## config.mk

```make
export PLATFORM = sky130hd
export DESIGN_NAME = ppc_back
export DESIGN_NICKNAME = d
export VERILOG_FILES = /design/src/hw/rtl/ppc_pkg.sv /design/src/hw/rtl/ppc_back.sv
export SDC_FILE = /design/constraint.sdc
export NUM_CORES = 1
export LEC_CHECK = 0
export BUFFER_PORTS_ARGS = -buffer_cell sky130_fd_sc_hd__buf_2
export CORE_AREA = 2 2 98 100
export DETAILED_ROUTE_END_ITERATION = 7
export DIE_AREA = 0 0 100 102
export PLACE_DENSITY = 0.64
export SLEW_MARGIN = 5
export SYNTH_ARGS = -nofsm -noshare
export SYNTH_HDL_FRONTEND = slang
export SYNTH_SLANG_ARGS = --single-unit
```

## constraint.sdc

```tcl
create_clock -name clk_i -period 3.5 [get_ports clk_i]
set_clock_uncertainty 0.1 [all_clocks]
set_input_delay 0.175 -clock clk_i [delete_from_list [all_inputs] [get_ports clk_i]]
set_output_delay 0.175 -clock clk_i [all_outputs]
set_load 0.1 [all_outputs]
```

## src/hw/rtl/ppc_pkg.sv

```systemverilog
`default_nettype none

package ppc_pkg;

  // Field and register widths.
  localparam int unsigned COORD_BITS = 16;
  localparam int unsigned FRAC_BITS  = 8;
  localparam int unsigned GAIN_FRAC  = 16;
  localparam int unsigned GAIN_SHIFT = GAIN_FRAC - FRAC_BITS;
  localparam int unsigned CFG_W      = 24;
  localparam int unsigned ANGLE_W    = 8;
  localparam int unsigned LEN_W      = 25;

  // Configuration port geometry.
  localparam int unsigned APB_DATA_W = 32;
  localparam int unsigned APB_ADDR_W = 5;

  localparam logic [ANGLE_W-1:0] PEN_ANGLE_MAX = 8'd180;

  // Register reset values.
  localparam logic [CFG_W-1:0]   X_GAIN_RST        = 24'd65536;
  localparam logic [CFG_W-1:0]   Y_GAIN_RST        = 24'd65536;
  localparam logic [CFG_W-1:0]   X_ORIGIN_RST      = 24'd0;
  localparam logic [CFG_W-1:0]   Y_ORIGIN_RST      = 24'd0;
  localparam logic [CFG_W-1:0]   MOTOR_SPACING_RST = 24'd256000;
  localparam logic [ANGLE_W-1:0] PEN_DOWN_RST      = 8'd0;
  localparam logic [ANGLE_W-1:0] PEN_UP_RST        = 8'd180;

  typedef enum logic [2:0] {
    REG_X_GAIN        = 3'd0,
    REG_Y_GAIN        = 3'd1,
    REG_X_ORIGIN      = 3'd2,
    REG_Y_ORIGIN      = 3'd3,
    REG_MOTOR_SPACING = 3'd4,
    REG_PEN_DOWN      = 3'd5,
    REG_PEN_UP        = 3'd6
  } reg_idx_e;

  typedef enum logic {
    CMD_MOVE = 1'b0,
    CMD_PEN  = 1'b1
  } cmd_e;

  typedef enum logic [1:0] {
    STEP_MOVE,
    STEP_PEN_DOWN,
    STEP_PEN_UP
  } step_e;

  typedef struct packed {
    logic [COORD_BITS-1:0] point_x;
    logic [COORD_BITS-1:0] point_y;
    logic                  path_first;
    logic                  path_last;
  } point_t;

  typedef struct packed {
    cmd_e               command;
    logic [LEN_W-1:0]   left_length;
    logic [LEN_W-1:0]   right_length;
    logic [ANGLE_W-1:0] pen_angle;
    logic               last_of_run;
  } result_t;

  typedef struct packed {
    logic [CFG_W-1:0]   x_gain;
    logic [CFG_W-1:0]   y_gain;
    logic [CFG_W-1:0]   x_origin;
    logic [CFG_W-1:0]   y_origin;
    logic [CFG_W-1:0]   motor_spacing;
    logic [ANGLE_W-1:0] pen_down_angle;
    logic [ANGLE_W-1:0] pen_up_angle;
  } cfg_t;

  // One computed point waiting for the command sequencer.
  typedef struct packed {
    logic [LEN_W-1:0] left_length;
    logic [LEN_W-1:0] right_length;
    logic             path_first;
    logic             path_last;
  } move_t;

endpackage

`default_nettype wire

```

## src/hw/rtl/ppc_back.sv

```systemverilog
`default_nettype none

// Expands each computed point into its move and pen commands.
module ppc_back (
  input  logic             clk_i,
  input  logic             rst_ni,
  input  ppc_pkg::cfg_t    cfg_i,
  input  logic             head_valid_i,
  input  ppc_pkg::move_t   head_i,
  output logic             head_pop_o,
  input  logic             out_pop_i,
  output logic             out_valid_o,
  output ppc_pkg::result_t out_item_o
);
  import ppc_pkg::*;

  function automatic logic [ANGLE_W-1:0] clamp_angle(logic [ANGLE_W-1:0] a);
    return (a > PEN_ANGLE_MAX) ? PEN_ANGLE_MAX : a;
  endfunction

  step_e   step_q, step_d;
  logic    out_valid_q;
  result_t out_item_q, item_d;
  logic    load, done;

  assign load = head_valid_i && (!out_valid_q || out_pop_i);

  always_comb begin
    step_d = step_q;
    if (load) begin
      case (step_q)
        STEP_MOVE: begin
          if (head_i.path_first) begin
            step_d = STEP_PEN_DOWN;
          end else if (head_i.path_last) begin
            step_d = STEP_PEN_UP;
          end
        end
        STEP_PEN_DOWN: step_d = head_i.path_last ? STEP_PEN_UP : STEP_MOVE;
        default:       step_d = STEP_MOVE;
      endcase
    end
  end

  always_comb begin
    item_d = '0;
    done   = 1'b1;
    case (step_q)
      STEP_MOVE: begin
        item_d.command      = CMD_MOVE;
        item_d.left_length  = head_i.left_length;
        item_d.right_length = head_i.right_length;
        done                = !(head_i.path_first || head_i.path_last);
      end
      STEP_PEN_DOWN: begin
        item_d.command   = CMD_PEN;
        item_d.pen_angle = clamp_angle(cfg_i.pen_down_angle);
        done             = !head_i.path_last;
      end
      STEP_PEN_UP: begin
        item_d.command   = CMD_PEN;
        item_d.pen_angle = clamp_angle(cfg_i.pen_up_angle);
      end
      default: ;
    endcase
    item_d.last_of_run = done;
  end

  assign head_pop_o = load && done;

  always_ff @(posedge clk_i or negedge rst_ni) begin
    if (!rst_ni) begin
      step_q      <= STEP_MOVE;
      out_valid_q <= 1'b0;
    end else begin
      step_q <= step_d;
      if (load) begin
        out_valid_q <= 1'b1;
      end else if (out_pop_i) begin
        out_valid_q <= 1'b0;
      end
    end
  end

  always_ff @(posedge clk_i) begin
    if (load) begin
      out_item_q <= item_d;
    end
  end

  assign out_valid_o = out_valid_q;
  assign out_item_o  = out_item_q;

  a_pen_step_needs_flag : assert property (@(posedge clk_i) disable iff (!rst_ni)
    (head_valid_i && step_q != STEP_MOVE) |-> (head_i.path_first || head_i.path_last))
    else $error("pen command sequenced for a point without path flags");

  a_pen_up_ends_point : assert property (@(posedge clk_i) disable iff (!rst_ni)
    (load && step_q == STEP_PEN_UP) |=> (step_q == STEP_MOVE))
    else $error("sequencer did not return to move after pen-up");

endmodule

`default_nettype wire

```

# After elaboration in Yosys (flattened, before gate mapping)
# Index checks and enable logic that the tools add are counted.
# totals
regBits,63
output_inout_bits,62
wordCells,34
# classes
n_lt_le_gt_ge,2
n_eq_ne,3
mux,11
n_reduce_logical,11
# op_table
op,n
$gt 8x8->1 const B,2
$mux 8,2
$pmux 8 s2,1
$mux 2,3
$pmux 2 s2,1
$logic_not 1->1,3
$mux 1,3
$ne 3x3->1 const B,1
$eq 2x1->1 const B,1
$eq 2x2->1 const B,1
$logic_and 1x1->1,2
$logic_not 2->1,1
$logic_or 1x1->1,2
$pmux 1 s2,1
$reduce_and 2->1,1
$reduce_bool 2->1,1
$reduce_or 2->1,1

# Depth between registers and ports, before layout
# logic_depth
ltp_word,4
mapped_depth,6
ltp_nobuf,5

# Least setup slack after synthesis
# OpenSTA, ideal clock, no wires.
# synth_path
path_type,register -> output
start,reg out_valid_q (netlist: out_valid_o)
end,out head_pop_o
arrival_time_ns,3.433
path_slack_ns,-0.208
stages_incl_launch_ff,4
n_path_buf,0
path_cell_list,dfrtp_1 -> nand2b_1 -> and2_1 -> and2_1
# synth_between
elab_chain_cells,4
# synth_lines
element,line,source
start: declaration,ppc_back.sv:22,logic out_valid_q;
start signal: assignment,ppc_back.sv:74,out_valid_q <= 1'b0;
start signal: assignment,ppc_back.sv:78,out_valid_q <= 1'b1;
start signal: assignment,ppc_back.sv:80,out_valid_q <= 1'b0;
$logic_not 1->1,ppc_back.sv:26,assign load = head_valid_i && (!out_valid_q || out_pop_i);
$logic_or 1x1->1,ppc_back.sv:26,
$logic_and 1x1->1,ppc_back.sv:26,
net load,ppc_back.sv:24,"logic load, done;"
$logic_and 1x1->1,ppc_back.sv:69,assign head_pop_o = load && done;
end: declaration,ppc_back.sv:10,"output logic head_pop_o,"
# The timed path passes the listed nets, and every way through them passes these cells.

# Worst setup path in the final report
# Ends and elaborated chain as after synthesis.

==> flow_metrics.py <==
metrics = {
    "clocking": {
        "clk_pin_slew_worst_paths_ps": 70,
        "cts.root.buffer_cell": "sky130_fd_sc_hd__clkbuf_8",
        "cts.sink_count": 63,
        "cts_buffer_depth": 2,
        "tritoncts": "built",
        "clock_latency_ps": 330,
        "htreeDepth": 3,
        "numCtsBuffers": 9,
    },
    "min_path": {
        "hold_start": "head_i[14]",
        "min_path_type": "in -> reg",
        "hold_path_depth": 2,
    },
    "global_route": {
        "leftover_overflow_at_the_end_of_global_routing": 0,
        "grt_antenna_before_repair": 0,
        "grt_max_degree": 54,
        "grt_pass1_vias": 1842,
        "grtUsageTotal_pct": 12.0,
        "grt_pass1_wl_um": 9160,
    },
    "floorplan": {
        "core_area_um2": 9110,
        "rows": 35,
        "floorplan.initialDensity_pct": 28.0,
        "dieArea_um2": 10200,
        "floorplan.die.height_um": 102,
        "io_pins": 254,
        "die-width_um": 100,
    },
    "timing": {
        "unrepaired_setup_endpoints_after_global_routing": "no",
        "worst_slew_pin_slew_ps": 769,
        "post-route-period-util_pct": 70.8,
        "period_needed_ps": 2480,
        "final-setup-viol-count": 0,
        "max-slew-margin-rel_pct": 48.8,
        "max_freq_mhz": 404,
        "timing.setup.tns_ps": 0,
        "finalHoldViolations": 0,
        "finalWorstSetupSlack_ps": 1020,
        "maxSlewViolCount": 0,
    },
    "cells_and_area": {
        "antenna-diode-count": 0,
        "post_route_non_filler_standard_cell_count": 426,
        "drive_above_1_share_pct": 48.9,
        "areaGrowthSynthToFinish_pct": 40.9,
        "design.final.nets": 505,
    },
    "critical_path": {
        "path_buf_inv": 1,
        "setup.worst_path.start": "out_valid_o$_DFFE_PN0P_",
        "r2r-start": "out_valid_o$_DFFE_PN0P_",
        "critical_path.slowest_cell": "sky130_fd_sc_hd__and2_2",
        "critPathRequiredTime_ps": 3220,
        "cp_max_fo": 33,
        "setup.worst_path.class": "reg -> out",
        "critPathArrivalTime_ps": 2200,
        "reg2reg_depth": 3,
        "critical_path.max_stage_delay_ps": 670,
        "sort_of_element_at_the_start_of_the_critical_path": "flop",
        "critical_path_cell_count": 4,
        "endpoint_class_of_the_critical_path": "primary output",
        "cell_by_cell_trace_of_the_critical_path": "nand2b_1 -> and2_2 -> and2_1 -> buf_2",
        "timing.critical_path.max_delay_family": "simple AND/OR/NAND/NOR gates",
    },
    "logic_synthesis": {
        "synth_edf_count": 60,
        "post-synth-top-area-cell": "sky130_fd_sc_hd__edfxtp_1",
        "yosysUniqueCellTypes": 27,
        "yosysSeqAreaShare_pct": 73.6,
        "synthesis.area_per_instance_um2": 15.4,
        "ys_ff_latch": 63,
        "synth_largest_type_area_fraction_pct": 70.7,
        "ys_top_cells_by_area": "sky130_fd_sc_hd__edfxtp_1 71%, sky130_fd_sc_hd__and2_1 13%, sky130_fd_sc_hd__dfrtp_1 2.9%",
        "postSynthNetCount": 361,
        "synthCells": 166,
        "yosys_warnings": 0,
        "netlist_area_pre_place_um2": 2550,
        "asyncSetResetFlopFracSynth_pct": 4.76,
        "postSynth.topFlopCell": "sky130_fd_sc_hd__edfxtp_1",
    },
    "detailed_routing": {
        "wl_um": 6050,
        "firstDrtPassIters": 4,
        "detailedRoute.firstIterationViolations": 34,
        "num_vias": 1839,
        "drc": 0,
        "detail-route-antenna-nets": 0,
        "route.detailed.vias_per_inst": 4.32,
        "routedWlPerCell_um": 14.2,
    },
    "power_and_ir_drop": {
        "power.static_leakage_nw": 1.54,
        "power_density_nw_per_um2": 824,
        "ir_drop_uv": 384,
    },
    "placement": {
        "numPortBuffers": 133,
        "gpl.final_weighted_congestion": 0.789,
        "placement.setup.worst_slack_ps": 1310,
        "hpwlAfterDp_um": 4380,
        "placedCellCount": 406,
    },
    "job": {
        "max_capacitance_violation_count": 0,
    },
    "status": {
        "status": "complete, no violations",
    },
}
-- cells in the mapped netlist, types with 2 or more instances --
cell / n
sky130_fd_sc_hd__a31o_2: 2
sky130_fd_sc_hd__ha_1: 3
sky130_fd_sc_hd__nand2b_1: 2
sky130_fd_sc_hd__o21ai_0: 4
sky130_fd_sc_hd__buf_2: 4
sky130_fd_sc_hd__nand3b_1: 4
sky130_fd_sc_hd__inv_1: 2
sky130_fd_sc_hd__a21oi_1: 4
sky130_fd_sc_hd__o22ai_1: 3
sky130_fd_sc_hd__edfxtp_1: 60
sky130_fd_sc_hd__and2_1: 53
sky130_fd_sc_hd__dfrtp_1: 3
sky130_fd_sc_hd__a32o_1: 3
sky130_fd_sc_hd__a21boi_0: 3
sky130_fd_sc_hd__nand2_1: 2
sky130_fd_sc_hd__nor2b_1: 3
-- metal layers --
| layer | global-route usage, % | wire length (µm) | up-vias |
|---|---|---|---|
| li1 | - | - | 888 |
| met1 | 14.7 | 2600 | 835 |
| met2 | 17.6 | 2560 | 105 |
| met3 | 6.02 | 778 | 11 |
| met4 | 5.69 | 110 | 0 |
| met5 | 0 | 0 | - |
-- power breakdown --
part	total, mW	switching, mW	internal, mW
clock network	0.686	0.284	0.402
registers	1.03	0.0318	1.00
logic	1.24	0.997	0.245
total	2.96	1.31	1.65
-- layout by cell type (no fill, tap or decap), drive strengths merged, types with 2 or more instances in the layout --
cell type,instances
clkinvlp,3
nand2,2
dlygate4sd3,4
edfxtp,60
buf,135
inv,2
nand3b,4
a21oi,4
a32o,3
and2,54
bufinv,2
o22ai,3
dfrtp,3
nor2b,3
a31o,2
a21boi,3
clkbuf,11
o21ai,4
nand2b,2
ha,3
-- what timing repair did --
item,CTS,global route
setup buffers,0,0
hold endpoints to repair,6,0
endpoints found under the setup margin,0,0
hold buffers,4,0
gates resized for setup,0,0
-- registers in the layout (all words and copies together) (netlist names) --
register     cells
step_q           2
out_item_o      60
out_valid_o      1
-- through the flow --
stage                     instance area (µm²)  utilization (%)  power [mW]  hold WS, ps
after detailed placement                 3340             36.6        2.30         -123
final                                    3590             39.4        2.96         22.0
after global routing                     3590             39.4        3.11         7.55
after CTS                                3590             39.4        3.00         2.05
after global placement                   3340             36.6        2.29         -125
after floorplan                          2550                -        2.09         -221
-- worst paths after layout --
| path | endpoint | slack, ps |
|---|---|---|
| min reg2reg | out_valid_o$_DFFE_PN0P_ | 480 |
| min in group asynchronous | step_q[0]$_DFFE_PN0P_ | 60 |
| max | head_pop_o | 1020 |
| min | out_item_o[21]$_SDFFCE_PP0P_ | 20 |
| max in group asynchronous | out_valid_o$_DFFE_PN0P_ | 3130 |
| max reg2reg | out_item_o[47]$_SDFFCE_PP0P_ | 1340 |
-- kinds of logic after synthesis --
family	share of synthesized area [%]
buffers and inverters	1.52
AOI/OAI and AO/OA	6.58
DFF	73.6
adders and majority gates	1.47
and+or+nand+nor	16.8
-- layout make-up --
type / count / area [µm²]
fillers: 884 / 5520
flip-flops and latches: 63 / 1880
repair buffers: 139 / 721
multi-input cells: 95 / 634
well taps: 111 / 139
clock buffers: 11 / 131
clock inverters: 5 / 82.6
inverters: 2 / 7.51
Power figures use the tool's default switching activity.
