--- src/hw/rtl/ppc_pkg.sv ---
`default_nettype none

package ppc_pkg;

  // Field and register widths.
  localparam int unsigned COORD_BITS = 16;
  localparam int unsigned FRAC_BITS  = 8;
  localparam int unsigned GAIN_FRAC  = 16;
  localparam int unsigned GAIN_SHIFT = GAIN_FRAC - FRAC_BITS;
  localparam int unsigned CFG_W      = 24;
  localparam int unsigned ANGLE_W    = 8;
  localparam int unsigned LEN_W      = 25;

  // Configuration port geometry.
  localparam int unsigned APB_DATA_W = 32;
  localparam int unsigned APB_ADDR_W = 5;

  localparam logic [ANGLE_W-1:0] PEN_ANGLE_MAX = 8'd180;

  // Register reset values.
  localparam logic [CFG_W-1:0]   X_GAIN_RST        = 24'd65536;
  localparam logic [CFG_W-1:0]   Y_GAIN_RST        = 24'd65536;
  localparam logic [CFG_W-1:0]   X_ORIGIN_RST      = 24'd0;
  localparam logic [CFG_W-1:0]   Y_ORIGIN_RST      = 24'd0;
  localparam logic [CFG_W-1:0]   MOTOR_SPACING_RST = 24'd256000;
  localparam logic [ANGLE_W-1:0] PEN_DOWN_RST      = 8'd0;
  localparam logic [ANGLE_W-1:0] PEN_UP_RST        = 8'd180;

  typedef enum logic [2:0] {
    REG_X_GAIN        = 3'd0,
    REG_Y_GAIN        = 3'd1,
    REG_X_ORIGIN      = 3'd2,
    REG_Y_ORIGIN      = 3'd3,
    REG_MOTOR_SPACING = 3'd4,
    REG_PEN_DOWN      = 3'd5,
    REG_PEN_UP        = 3'd6
  } reg_idx_e;

  typedef enum logic {
    CMD_MOVE = 1'b0,
    CMD_PEN  = 1'b1
  } cmd_e;

  typedef enum logic [1:0] {
    STEP_MOVE,
    STEP_PEN_DOWN,
    STEP_PEN_UP
  } step_e;

  typedef struct packed {
    logic [COORD_BITS-1:0] point_x;
    logic [COORD_BITS-1:0] point_y;
    logic                  path_first;
    logic                  path_last;
  } point_t;

  typedef struct packed {
    cmd_e               command;
    logic [LEN_W-1:0]   left_length;
    logic [LEN_W-1:0]   right_length;
    logic [ANGLE_W-1:0] pen_angle;
    logic               last_of_run;
  } result_t;

  typedef struct packed {
    logic [CFG_W-1:0]   x_gain;
    logic [CFG_W-1:0]   y_gain;
    logic [CFG_W-1:0]   x_origin;
    logic [CFG_W-1:0]   y_origin;
    logic [CFG_W-1:0]   motor_spacing;
    logic [ANGLE_W-1:0] pen_down_angle;
    logic [ANGLE_W-1:0] pen_up_angle;
  } cfg_t;

  // One computed point waiting for the command sequencer.
  typedef struct packed {
    logic [LEN_W-1:0] left_length;
    logic [LEN_W-1:0] right_length;
    logic             path_first;
    logic             path_last;
  } move_t;

endpackage

`default_nettype wire

--- src/hw/rtl/ppc_cfg_regs.sv ---
`default_nettype none

module ppc_cfg_regs (
  input  logic                            clk_i,
  input  logic                            rst_ni,
  input  logic                            psel,
  input  logic                            penable,
  input  logic                            pwrite,
  input  logic [ppc_pkg::APB_ADDR_W-1:0]  paddr,
  input  logic [ppc_pkg::APB_DATA_W-1:0]  pwdata,
  output logic [ppc_pkg::APB_DATA_W-1:0]  prdata,
  output logic                            pready,
  output ppc_pkg::cfg_t                   cfg_o
);
  import ppc_pkg::*;

  cfg_t     cfg_q;
  reg_idx_e idx;
  logic     wr_en;

  assign idx    = reg_idx_e'(paddr[APB_ADDR_W-1:2]);
  assign pready = 1'b1;
  assign wr_en  = psel && penable && pwrite && pready;

  always_ff @(posedge clk_i or negedge rst_ni) begin
    if (!rst_ni) begin
      cfg_q.x_gain         <= X_GAIN_RST;
      cfg_q.y_gain         <= Y_GAIN_RST;
      cfg_q.x_origin       <= X_ORIGIN_RST;
      cfg_q.y_origin       <= Y_ORIGIN_RST;
      cfg_q.motor_spacing  <= MOTOR_SPACING_RST;
      cfg_q.pen_down_angle <= PEN_DOWN_RST;
      cfg_q.pen_up_angle   <= PEN_UP_RST;
    end else if (wr_en) begin
      case (idx)
        REG_X_GAIN:        cfg_q.x_gain         <= pwdata[CFG_W-1:0];
        REG_Y_GAIN:        cfg_q.y_gain         <= pwdata[CFG_W-1:0];
        REG_X_ORIGIN:      cfg_q.x_origin       <= pwdata[CFG_W-1:0];
        REG_Y_ORIGIN:      cfg_q.y_origin       <= pwdata[CFG_W-1:0];
        REG_MOTOR_SPACING: cfg_q.motor_spacing  <= pwdata[CFG_W-1:0];
        REG_PEN_DOWN:      cfg_q.pen_down_angle <= pwdata[ANGLE_W-1:0];
        REG_PEN_UP:        cfg_q.pen_up_angle   <= pwdata[ANGLE_W-1:0];
        default: ;
      endcase
    end
  end

  always_comb begin
    case (idx)
      REG_X_GAIN:        prdata = APB_DATA_W'(cfg_q.x_gain);
      REG_Y_GAIN:        prdata = APB_DATA_W'(cfg_q.y_gain);
      REG_X_ORIGIN:      prdata = APB_DATA_W'(cfg_q.x_origin);
      REG_Y_ORIGIN:      prdata = APB_DATA_W'(cfg_q.y_origin);
      REG_MOTOR_SPACING: prdata = APB_DATA_W'(cfg_q.motor_spacing);
      REG_PEN_DOWN:      prdata = APB_DATA_W'(cfg_q.pen_down_angle);
      REG_PEN_UP:        prdata = APB_DATA_W'(cfg_q.pen_up_angle);
      default:           prdata = '0;
    endcase
  end

  assign cfg_o = cfg_q;

endmodule

`default_nettype wire

--- config.mk ---
export PLATFORM = sky130hd
export DESIGN_NAME = ppc_cfg_regs
export DESIGN_NICKNAME = d
export VERILOG_FILES = /design/src/hw/rtl/ppc_pkg.sv /design/src/hw/rtl/ppc_cfg_regs.sv
export SDC_FILE = /design/constraint.sdc
export NUM_CORES = 1
export LEC_CHECK = 0
export ABC_AREA = 1
export BUFFER_PORTS_ARGS = -buffer_cell sky130_fd_sc_hd__buf_2
export CORE_MARGIN = 1
export CORE_UTILIZATION = 56
export CTS_CLUSTER_DIAMETER = 100
export DETAILED_ROUTE_END_ITERATION = 8
export PLACE_DENSITY = 0.86
export REMOVE_ABC_BUFFERS = 1
export SYNTH_ARGS = -nofsm -noshare
export SYNTH_HDL_FRONTEND = slang
export SYNTH_SLANG_ARGS = --single-unit
--- constraint.sdc ---
create_clock -name clk_i -period 2 [get_ports clk_i]
set_clock_uncertainty 0.15 [all_clocks]
set_input_delay 0.4 -clock clk_i [delete_from_list [all_inputs] [get_ports clk_i]]
set_output_delay 0.4 -clock clk_i [all_outputs]
set_load 0.05 [all_outputs]
# Word-level counts from Yosys, hierarchy flattened
# Index checks and enable logic that the tools add are counted.
# totals
reg_bits,136
mem_bits_ro,0
elab_cells,24
inputBits,42
mem_bits_rw,0
memories,0
out_inout_bits,169
latchBits,0
# classes
div_mod_pow,0
reduce_logical,10
muxes,1
addsub,0
n_eq_ne,6
n_shift,0
n_lt_le_gt_ge,0
bitwise,0
multipliers,0
# ops
op,n
$pmux 24 s7,1
$reduce_and 2->1,7
$eq 3x3->1 const B,3
$eq 3x2->1 const B,2
$eq 3x1->1 const B,1
$logic_not 3->1,1
$logic_and 1x1->1,2

# Logic depth before layout (Yosys ltp)
# Gate-level depths: netlist of the first run.
# logic_depth
depth_word,3
depth_mapped,8

# Worst setup path before layout of the first run
# Ideal clock, no wire load.
# synth_timing
path_kind,input-to-output
start,input paddr[3] in the netlist's numbering
end,output prdata[0] in the netlist's numbering
slack_ns,-0.028
t_required_ns,1.450
path_buffers,3
cell_stages,8
arrival_ns,1.478
cell_sequence,buf_6 nor2_8 buf_6 buf_4 nand3_1 nand2_1 nor2_1 nand2_1
# synth_via
elab_chain_cells,2
elab_cells_between_ends,8
classes_between,eq/ne (6); mux (1); reduce/logical (1)
# synth_lines
item,line_no,rtl
"start, declared",ppc_cfg_regs.sv:9,"input logic [ppc_pkg::APB_ADDR_W-1:0] paddr,"
"$eq 3x3->1, or another cell as far along",ppc_cfg_regs.sv:49,case (idx)
$pmux 24 s7 *,ppc_cfg_regs.sv:49,
"end, declared",ppc_cfg_regs.sv:11,"output logic [ppc_pkg::APB_DATA_W-1:0] prdata,"
# Every way passes the cells marked *; elsewhere a longest branch is shown, timed or not.

# Final worst setup path of the first run
# layout_timing
start,input paddr[2] in the netlist's numbering
end,output prdata[4] in the netlist's numbering
# The elaborated chain is that of the path after synthesis.

==> impl_metrics.json, run 1 <==
{
  "status": "finished, violations left",
  "violations": "negative setup slack",
  "fin_crit_sh": 1.00,
  "min_period_ns": 2.01,
  "largest_reg_flops": 136,
  "ant_nets": 0,
  "area_growth_pct": 34.1,
  "synth_cells": 891,
  "rows": 40,
  "drt-initial-drc-count": 888,
  "synth_compound_area_frac": 0.0973,
  "cts_tree": "yes",
  "slew_violations": 0,
  "port-buffer-count": 191,
  "routed-via-count": 7791,
  "clkLatencyLatePin_ns": 0.42,
  "drt_pre_antenna_iters": 5,
  "grt_usage": 0.364,
  "critPathMaxFanout": 7,
  "first_global_vias": 6852,
  "synth_mux_area_frac": 0,
  "antenna_found_initial": 0,
  "cts_max_level": 4,
  "hold_end": "cfg_o[31]",
  "clockBufferDepth": 2,
  "wl_microns": 24600,
  "path_class": "in -> out",
  "syn_avg_cell_area_sq_um": 7.85,
  "rsz0062_at_grt": "yes",
  "rr_endpoint": "cfg_o[16]",
  "ir_drop_mv": 0.683,
  "synth-xor-area-share": 0,
  "finalSetupViolations": 2,
  "cp_data_arrival_time_ns": 1.46,
  "r2r_cells": 2,
  "fin_nets": 1148,
  "fp.dieH_microns": 114,
  "rrSetupSlack_ns": 0.99,
  "synthAdderAreaFrac": 0,
  "drive_above_1_share": 0.298,
  "worst_pin_slew_ns": 0.502,
  "root_buffer": "clkbuf_16",
  "grt_max_degree": 60,
  "min_from": "pwdata[15]",
  "hpwl_microns": 14900,
  "synth-seq-cells": 136,
  "grt_pass1_wl_microns": 35900,
  "netlist_area_sq_um": 7000,
  "drc_errors": 0,
  "cts_buffers": 17,
  "core-area_sq_um": 12100,
  "pin_count": 211,
  "fin_util": 0.774,
  "start_kind": "primary input",
  "worst_slack_ns": -0.00753,
  "yosys.area_share.simple": 0.336,
  "yosys_warnings": 0,
  "synth_seq_area_share": 0.489,
  "post-place-ws_ns": -0.106,
  "start_util": 0.578,
  "die_width_microns": 114,
  "min_path_type": "in -> reg",
  "maxSlewHeadroom": 0.666,
  "vias_per_cell": 6.05,
  "drv_cap": 0,
  "clock-sinks": 136,
  "clkSlewWorstSetupHoldPaths_ns": 0.06,
  "power_density_nw_per_um2": 1130,
  "holdPathStages": 3,
  "wl_per_cell_microns": 19.1,
  "synth_top_family_by_area": "simple AND/OR/NAND/NOR gates",
  "reg2reg_from": "cfg_o[16]",
  "worstSetupEndpointType": "primary output",
  "place_congestion": 0.926,
  "grt.overflow.total": 0,
  "hold_viol": 0,
  "antenna_cells": 0,
  "dieArea_sq_um": 12900,
  "required_ns": 1.45,
  "leakage_nw": 5.14,
  "fmax_mhz": 498,
  "ys_types": 22
}
[cell type report]
class                      count  area [sq um]
clock buffer                  28           487
multi-input combinational    673          3130
tap                          168           210
clock inverter                 4          20.0
inverter                      12          57.6
timing repair buffer         266          2050
fill                         823          2730
sequential                   136          3420
[power breakdown]
part	total, mW	switching, mW	internal [mW]	leakage [nW]
clock	2.77	1.13	1.64	0.250
sequential	3.76	0.448	3.31	1.72
combinational	4.10	3.18	0.919	3.17
total	10.6	4.76	5.87	5.14
[routing by layer]
layer	global-route usage	part of all wire
met1	0.477	0.37
met2	0.580	0.47
met3	0.0855	0.13
met4	0.162	0.040
met5	0	0
[Yosys cell counts]
library cell | number | share of area
dfstp_2 | 12 | 0.045
dfrtp_1 | 124 | 0.44
buf_2 | 18 | 0.013
inv_2 | 1 | 0.00054
nor2_1 | 40 | 0.021
nor2_8 | 2 | 0.0057
nor2_4 | 6 | 0.0097
clkbuf_1 | 25 | 0.013
o21ai_1 | 3 | 0.0021
inv_4 | 3 | 0.0027
nand3_2 | 2 | 0.0029
nand3_4 | 3 | 0.0075
inv_1 | 8 | 0.0043
o21ai_0 | 133 | 0.095
buf_1 | 1 | 0.00054
nand2_1 | 360 | 0.19
buf_6 | 14 | 0.023
conb_1 | 2 | 0.0011
nand4_1 | 64 | 0.057
nand3_1 | 49 | 0.035
nand2_4 | 2 | 0.0032
buf_4 | 19 | 0.020
[logic make-up after synthesis]
logic type,count (synthesis)
DFF,136
AOI/OAI and AO/OA,136
and+or+nand+nor,528
buffers and inverters,89
other,2
[worst max path at each step]
stage / startpoint / end / slack (ns)
floorplan: psel / cfg_o[88] / -0.89
global placement: paddr[2] / prdata[7] / -0.1
detailed placement: paddr[2] / prdata[10] / -0.11
CTS: cfg_o[33] / prdata[17] / -0.003
global route: paddr[2] / prdata[4] / -0.02
finish: paddr[2] / prdata[4] / -0.008
[metrics by stage]
stage	hold WS (ns)	total power [mW]	area (sq um)	instances	TNS, ns
final	0.0672	10.6	9380	1287	-0.0105
after CTS	0.0619	10.4	9040	1273	-0.00268
after detailed placement	0.225	7.63	8410	1239	-2.26
after global placement	0.228	7.55	8410	1239	-1.80
after global routing	0.0672	11.0	9380	1287	-0.0558
after floorplan	-0.0456	6.44	6540	821	-109.41
[repair_timing]
item | CTS | global route
gates resized for setup | 30 | 45
cloned | 1 | 4
hold buffers | 1 | 0
buffers inserted | 0 | 10
pin swaps | 0 | 22
hold endpoints to repair | 40 | 0
endpoints found under the setup margin | 24 | 24
[worst max-delay path, cell delays in order]
cell and delay, ns:
buf_12 0.12, nor2_8 0.17, clkbuf_16 0.16, buf_4 0.16, nand3_1 0.09, nand2_1 0.07
nor2_1 0.04, nand2_1 0.07, buf_6 0.16
[cells in the final DEF (no fill, tap or decap), types with 3 or more instances in the layout]
cell	instances
nand4_1	64
nand2_1	355
nor2_2	3
nand3_2	7
o21ai_1	3
conb_1	9
inv_1	8
nand3_1	42
nor2_1	37
buf_2	163
buf_12	23
dfstp_2	12
buf_4	49
o21ai_0	133
inv_4	3
nor2_4	6
clkinv_2	4
nand2_2	5
clkbuf_1	9
clkbuf_16	20
buf_6	23
nand3_4	5
dfrtp_1	124
Power figures use the tool's default switching activity.
==> inputs of run 2 (changes only) <==
--- a/config.mk
+++ b/config.mk
@@ -5,11 +5,10 @@
 export SDC_FILE = /design/constraint.sdc
 export NUM_CORES = 1
 export LEC_CHECK = 0
-export ABC_AREA = 1
 export BUFFER_PORTS_ARGS = -buffer_cell sky130_fd_sc_hd__buf_2
 export CORE_MARGIN = 1
-export CORE_UTILIZATION = 56
-export CTS_CLUSTER_DIAMETER = 100
+export CORE_UTILIZATION = 55
+export CTS_CLUSTER_DIAMETER = 40
 export DETAILED_ROUTE_END_ITERATION = 8
 export PLACE_DENSITY = 0.86
 export REMOVE_ABC_BUFFERS = 1
==> run 2 against run 1 <==
Compared with the run above: the flow still finishes with violations (negative setup slack); die area shrank 6.9%; clock power rose by 18%; via count shrank 34%; sequential share of layout area rose by 1.1 points; critical path type is now reg -> out.
==> impl_metrics.json, run 2 <==
{
  "drive_above_1_share": 0.652,
  "power_mw": 11.5,
  "largest_reg_flops": 136,
  "synth_seq_area_share": 0.535,
  "required_ns": 1.45,
  "crit_path_cell_trace": "nand3_2 > o21a_1 > o221ai_2 > buf_6",
  "combPwrFrac": 0.386,
  "p_int_mw": 6.85,
  "async_flop_share": 1.00,
  "place_congestion": 0.805,
  "netlist_area_sq_um": 6390,
  "synthAdderAreaFrac": 0,
  "ir_drop_mv": 0.733,
  "vias_per_cell": 5.81,
  "cp-startpoint": "cfg_o[2]",
  "violations": "negative setup slack",
  "grt_pass1_wl_microns": 27100,
  "wl_per_cell_microns": 21.2,
  "drt-initial-drc-count": 316,
  "slew_violations": 0,
  "path_buf_inv": 1,
  "path_class": "reg -> out",
  "clkSlewWorstSetupHoldPaths_ns": 0.06,
  "drc_errors": 0,
  "dieArea_sq_um": 12100,
  "worst_slack_ns": -0.0830,
  "crit_slowest_cell": "dfstp_2",
  "reg2reg_from": "cfg_o[91]",
  "root_buffer": "clkbuf_16",
  "pin_count": 211,
  "power_frac_seq": 0.328,
  "min_period_ns": 2.08,
  "ys_types": 29,
  "fin_crit_sh": 1.04,
  "hpwl_microns": 12200,
  "yosys_warnings": 0,
  "synth-xor-area-share": 0,
  "die_width_microns": 110,
  "ant_nets": 0,
  "worstSetupEndpointType": "primary output",
  "final_common_cell": "buf_2",
  "synth_area_leaders": "dfrtp_1 (49%), mux2_2 (25%), mux2i_1 (7.5%)",
  "area_growth_pct": 42.6,
  "pwr-share-clk": 0.285,
  "drt_pre_antenna_iters": 4,
  "wl_microns": 18800,
  "clockBufferDepth": 2,
  "ys.flop_type": "dfrtp_1",
  "yosys.area_share.simple": 0.0255,
  "cts_max_level": 4,
  "grt_usage": 0.307,
  "rsz0062_at_grt": "yes",
  "synth_commonest_cells": "mux2_2 (141), dfrtp_1 (124), mux2i_1 (48), o21a_1 (23), buf_2 (17)",
  "synth_top_family_by_area": "multiplexers",
  "port-buffer-count": 191,
  "routed-via-count": 5141,
  "rr_endpoint": "cfg_o[91]",
  "grt_max_degree": 42,
  "hold_end": "cfg_o[36]",
  "post-place-ws_ns": -0.179,
  "antenna_found_initial": 0,
  "min_path_type": "in -> reg",
  "synth_edf_count": 0,
  "power_density_nw_per_um2": 1260,
  "clock-sinks": 136,
  "leakage_nw": 4.57,
  "slowest_delay_ns": 0.54,
  "first_global_vias": 5078,
  "crit_family": "flip-flops",
  "synth_top_area_frac": 0.486,
  "synth_cells": 467,
  "power.switching_mw": 4.66,
  "finalSetupViolations": 5,
  "swShare": 0.405,
  "rrSetupSlack_ns": 0.86,
  "r2r_cells": 3,
  "fp.dieH_microns": 110,
  "cp.depth": 4,
  "fmax_mhz": 480,
  "synth_compound_area_frac": 0.0756,
  "layout_common_cells": "buf_2 (163), mux2_2 (139), dfrtp_1 (124)",
  "cts_buffers": 17,
  "start_util": 0.577,
  "core-area_sq_um": 11100,
  "synth_mux_area_frac": 0.327,
  "yosysMostFrequentCell": "mux2_2",
  "antenna_cells": 0,
  "cp_data_arrival_time_ns": 1.53,
  "grt.overflow.total": 0,
  "hold_viol": 0,
  "rows": 38,
  "cts_tree": "yes",
  "drv_cap": 0,
  "start_kind": "flop",
  "fin_nets": 774,
  "min_from": "pwdata[20]",
  "status": "finished, violations left",
  "syn_avg_cell_area_sq_um": 13.7,
  "holdPathStages": 2,
  "yosysTopAreaCell": "dfrtp_1",
  "critPathMaxFanout": 2,
  "clkLatencyLatePin_ns": 0.41,
  "synth-seq-cells": 136
}
-- run 2: cell count changes in the layout (fill, tap and decap cells not counted), sizes merged, moves of 8 or more --
cell     previous run  this run
o21a                0        23
mux2i               0        48
buf               261       277
mux2                0       143
nand3              54         7
nor2               48         5
o2bb2ai             0        16
nand4              64         1
inv                11         0
nand2             362         7
o221ai              0         8
o21ai             136        16
-- run 2: timing repair --
action / in CTS / in global routing
setup endpoints to repair: 23 / 22
cloned: 1 / 3
gates resized for setup: 53 / 44
hold endpoints to repair: 30 / 0
setup buffers: 13 / 18
hold buffers: 1 / 0
pin swaps: 8 / 8
-- run 2: cells by family after synthesis --
group | Yosys count
other | 2
DFF | 136
buffers and inverters | 42
AOI/OAI and AO/OA | 66
muxes | 191
and+or+nand+nor | 30
-- run 2: layer usage --
metal  track usage  vias to the layer above  part of all wire
li1              -                     2251                 -
met1         0.354                     2641              0.38
met2         0.532                      206              0.54
met3        0.0741                       43             0.054
met4         0.152                        0             0.031
met5             0                        -                 0
-- run 2: layout make-up --
class	instances	area, sq um
clock buffer	26	519
clock inverter	6	111
tap	140	175
sequential	136	3420
timing repair buffer	281	1980
multi-input combinational	296	2910
fill	572	1970
-- run 2: per-stage QoR --
| stage | area, sq um | hold slack, ns | setup TNS, ns | std cells | util |
|---|---|---|---|---|---|
| 2_1_floorplan | 6190 | -0.0456 | -27.04 | 432 | - |
| 3_3_place_gp | 7840 | 0.167 | -5.15 | 818 | 0.708 |
| 3_5_place_dp | 7840 | 0.171 | -8.91 | 818 | 0.708 |
| 4_1_cts | 8770 | 0.112 | -0.150 | 864 | 0.792 |
| 5_1_grt | 9110 | 0.127 | -0.500 | 885 | 0.823 |
| 6_report | 9110 | 0.124 | -0.146 | 885 | 0.823 |
-- run 2: worst max path at each step --
stage | to | slack, ns
2_1_floorplan | cfg_o[64] | -0.37
3_3_place_gp | prdata[1] | -0.14
3_5_place_dp | prdata[2] | -0.18
4_1_cts | prdata[7] | -0.05
5_1_grt | prdata[2] | -0.12
6_report | prdata[2] | -0.08
-- run 2: power by group through the flow --
| stage | Sequential, mW | Combinational, mW | Clock [mW] |
|---|---|---|---|
| 2_1_floorplan | 5.64 | 1.08 | 0 |
| 3_3_place_gp | 3.76 | 3.97 | 0 |
| 3_5_place_dp | 3.82 | 4.05 | 0 |
| 4_1_cts | 3.77 | 4.25 | 3.31 |
| 5_1_grt | 3.83 | 4.61 | 3.44 |
| 6_report | 3.78 | 4.44 | 3.28 |
==> inputs of run 3 (changes only) <==
--- a/config.mk
+++ b/config.mk
@@ -6,7 +6,7 @@
 export NUM_CORES = 1
 export LEC_CHECK = 0
 export BUFFER_PORTS_ARGS = -buffer_cell sky130_fd_sc_hd__buf_2
-export CORE_MARGIN = 1
+export CORE_MARGIN = 2
 export CORE_UTILIZATION = 55
 export CTS_CLUSTER_DIAMETER = 40
 export DETAILED_ROUTE_END_ITERATION = 8
==> constraint.sdc (replaced) <==
create_clock -name clk_i -period 2 [get_ports clk_i]
set_clock_uncertainty 0.15 [all_clocks]
set_input_delay 0.2 -clock clk_i [delete_from_list [all_inputs] [get_ports clk_i]]
set_output_delay 0.2 -clock clk_i [all_outputs]
set_load 0.05 [all_outputs]
==> run 3 against run 2 <==
Compared with the run above: the run now ends clean; via count fell by 2.6%; final cell count fell by 3.2%; design area fell by 5.6%; fmax rose by 7.0%; hold slack improved by 0.087 ns; critical path depth did not move.
==> impl_metrics.json, run 3 (synthesis results as in run 2) <==
{
  "status": "finished, final reports clean",
  "start_util": 0.562,
  "hpwl_microns": 11700,
  "port-buffer-count": 191,
  "path_class": "reg -> out",
  "ir_drop_mv": 0.664,
  "fp.dieH_microns": 112,
  "pwr-share-clk": 0.292,
  "fin_nets": 742,
  "rows": 39,
  "root_buffer": "clkbuf_16",
  "place_congestion": 0.820,
  "drive_above_1_share": 0.583,
  "area_growth_pct": 34.6,
  "core-area_sq_um": 11400,
  "min_path_type": "in -> async",
  "cts_setup_buffers": 0,
  "place_area_sq_um": 7680,
  "grt.overflow.total": 0,
  "power_frac_seq": 0.338,
  "leakage_nw": 4.29,
  "p_int_mw": 6.56,
  "rsz0062_at_grt": "no",
  "wl_per_cell_microns": 20.8,
  "fin_crit_sh": 0.973,
  "drt_pre_antenna_iters": 6,
  "final_cells": 857,
  "grt_pass1_wl_microns": 28100,
  "first_global_vias": 5252,
  "slew_violations": 0,
  "antenna_found_initial": 1,
  "min_period_ns": 1.95,
  "finalSetupViolations": 0,
  "grt_max_degree": 74,
  "critPathMaxFanout": 3,
  "grt_usage": 0.290,
  "wl_microns": 17800,
  "post-place-ws_ns": 0.0753,
  "clockBufferDepth": 2,
  "cts_tree": "yes",
  "power_density_nw_per_um2": 1300,
  "crit_slowest_cell": "dfrtp_1",
  "worst_slack_ns": 0.0539,
  "hold_viol": 0,
  "die_width_microns": 112,
  "dieArea_sq_um": 12500,
  "drt-initial-drc-count": 293,
  "worstSetupEndpointType": "primary output",
  "slowest_delay_ns": 0.37,
  "dp_cells": 799,
  "cts_buffers": 17,
  "layout_common_cells": "buf_2 (184), mux2_2 (141), dfrtp_1 (124)",
  "combPwrFrac": 0.371,
  "largest_reg_flops": 136,
  "fmax_mhz": 514,
  "finalInstanceArea_sq_um": 8600,
  "final_common_cell": "buf_2",
  "power.switching_mw": 4.57,
  "routed-via-count": 5009,
  "clkSlewWorstSetupHoldPaths_ns": 0.06,
  "swShare": 0.411,
  "clock-sinks": 136,
  "ant_nets": 0,
  "required_ns": 1.65,
  "cp_data_arrival_time_ns": 1.60,
  "vias_per_cell": 5.84,
  "start_kind": "flop",
  "pin_count": 211,
  "fin_util": 0.756,
  "drc_errors": 0,
  "cts_max_level": 4,
  "drv_cap": 0,
  "crit_path_cell_trace": "mux2i_1 > o21a_1 > o221ai_1 > clkbuf_4",
  "clkLatencyLatePin_ns": 0.41
}
==> run 3: stage by stage <==
stage	power [mW]	TNS [ns]	hold WS, ns
6_report	11.1	0	0.211
5_1_grt	11.5	0	0.250
4_1_cts	11.1	0	0.238
3_5_place_dp	7.83	0	0.106
3_3_place_gp	7.71	0	0.0943
2_1_floorplan	6.72	-8.07	-0.246
==> run 3: routing by layer <==
metal	vias to the layer above	routed length [microns]	GRT usage
met5	-	0	0
met1	2517	6610	0.336
met2	244	9400	0.494
met4	0	855	0.181
met3	73	969	0.0588
li1	2175	-	-
==> run 3: final cells by class <==
class                   instances  area [sq um]
repair buffers                249          1580
flip-flops and latches        136          3420
diodes                          1          2.50
multi-input cells             296          2800
fillers                       716          2770
clock inverters                13           178
clock buffers                  19           443
well taps                     143           179
==> run 3: critical path: cells and delay by family (launching register included) <==
family	cells	cell delay, ns
buffers and inverters	1	0.30
flip-flops	1	0.37
AO/OA/AOI/OAI	2	0.43
multiplexers	1	0.08
==> run 3: path summary, 6_finish.rpt <==
check	start	to	slack, ns	depth (start not counted)
max	cfg_o[112]	prdata[0]	0.05	4
min in group clk_i	cfg_o[36]	cfg_o[36]	0.37	1
min reg2reg	cfg_o[36]	cfg_o[36]	0.37	1
min	rst_ni	cfg_o[129]	0.21	3
max reg2reg	cfg_o[123]	cfg_o[123]	1.04	1
max in group asynchronous	rst_ni	cfg_o[32]	1.13	3
==> run 3: what timing repair did <==
action | 4_1_cts | 5_1_grt
gates resized for setup | 2 | 10
setup endpoints to repair | 2 | 6
hold buffers | 25 | 0
endpoints found under the hold margin | 271 | 0
pin swaps | 0 | 1
==> run 3: power groups by stage <==
stage	sequential, mW	clock (mW)	combinational (mW)
floorplan	5.64	0	1.08
global placement	3.74	0	3.97
detailed placement	3.79	0	4.04
CTS	3.75	3.28	4.11
global route	3.83	3.41	4.28
finish	3.76	3.25	4.13
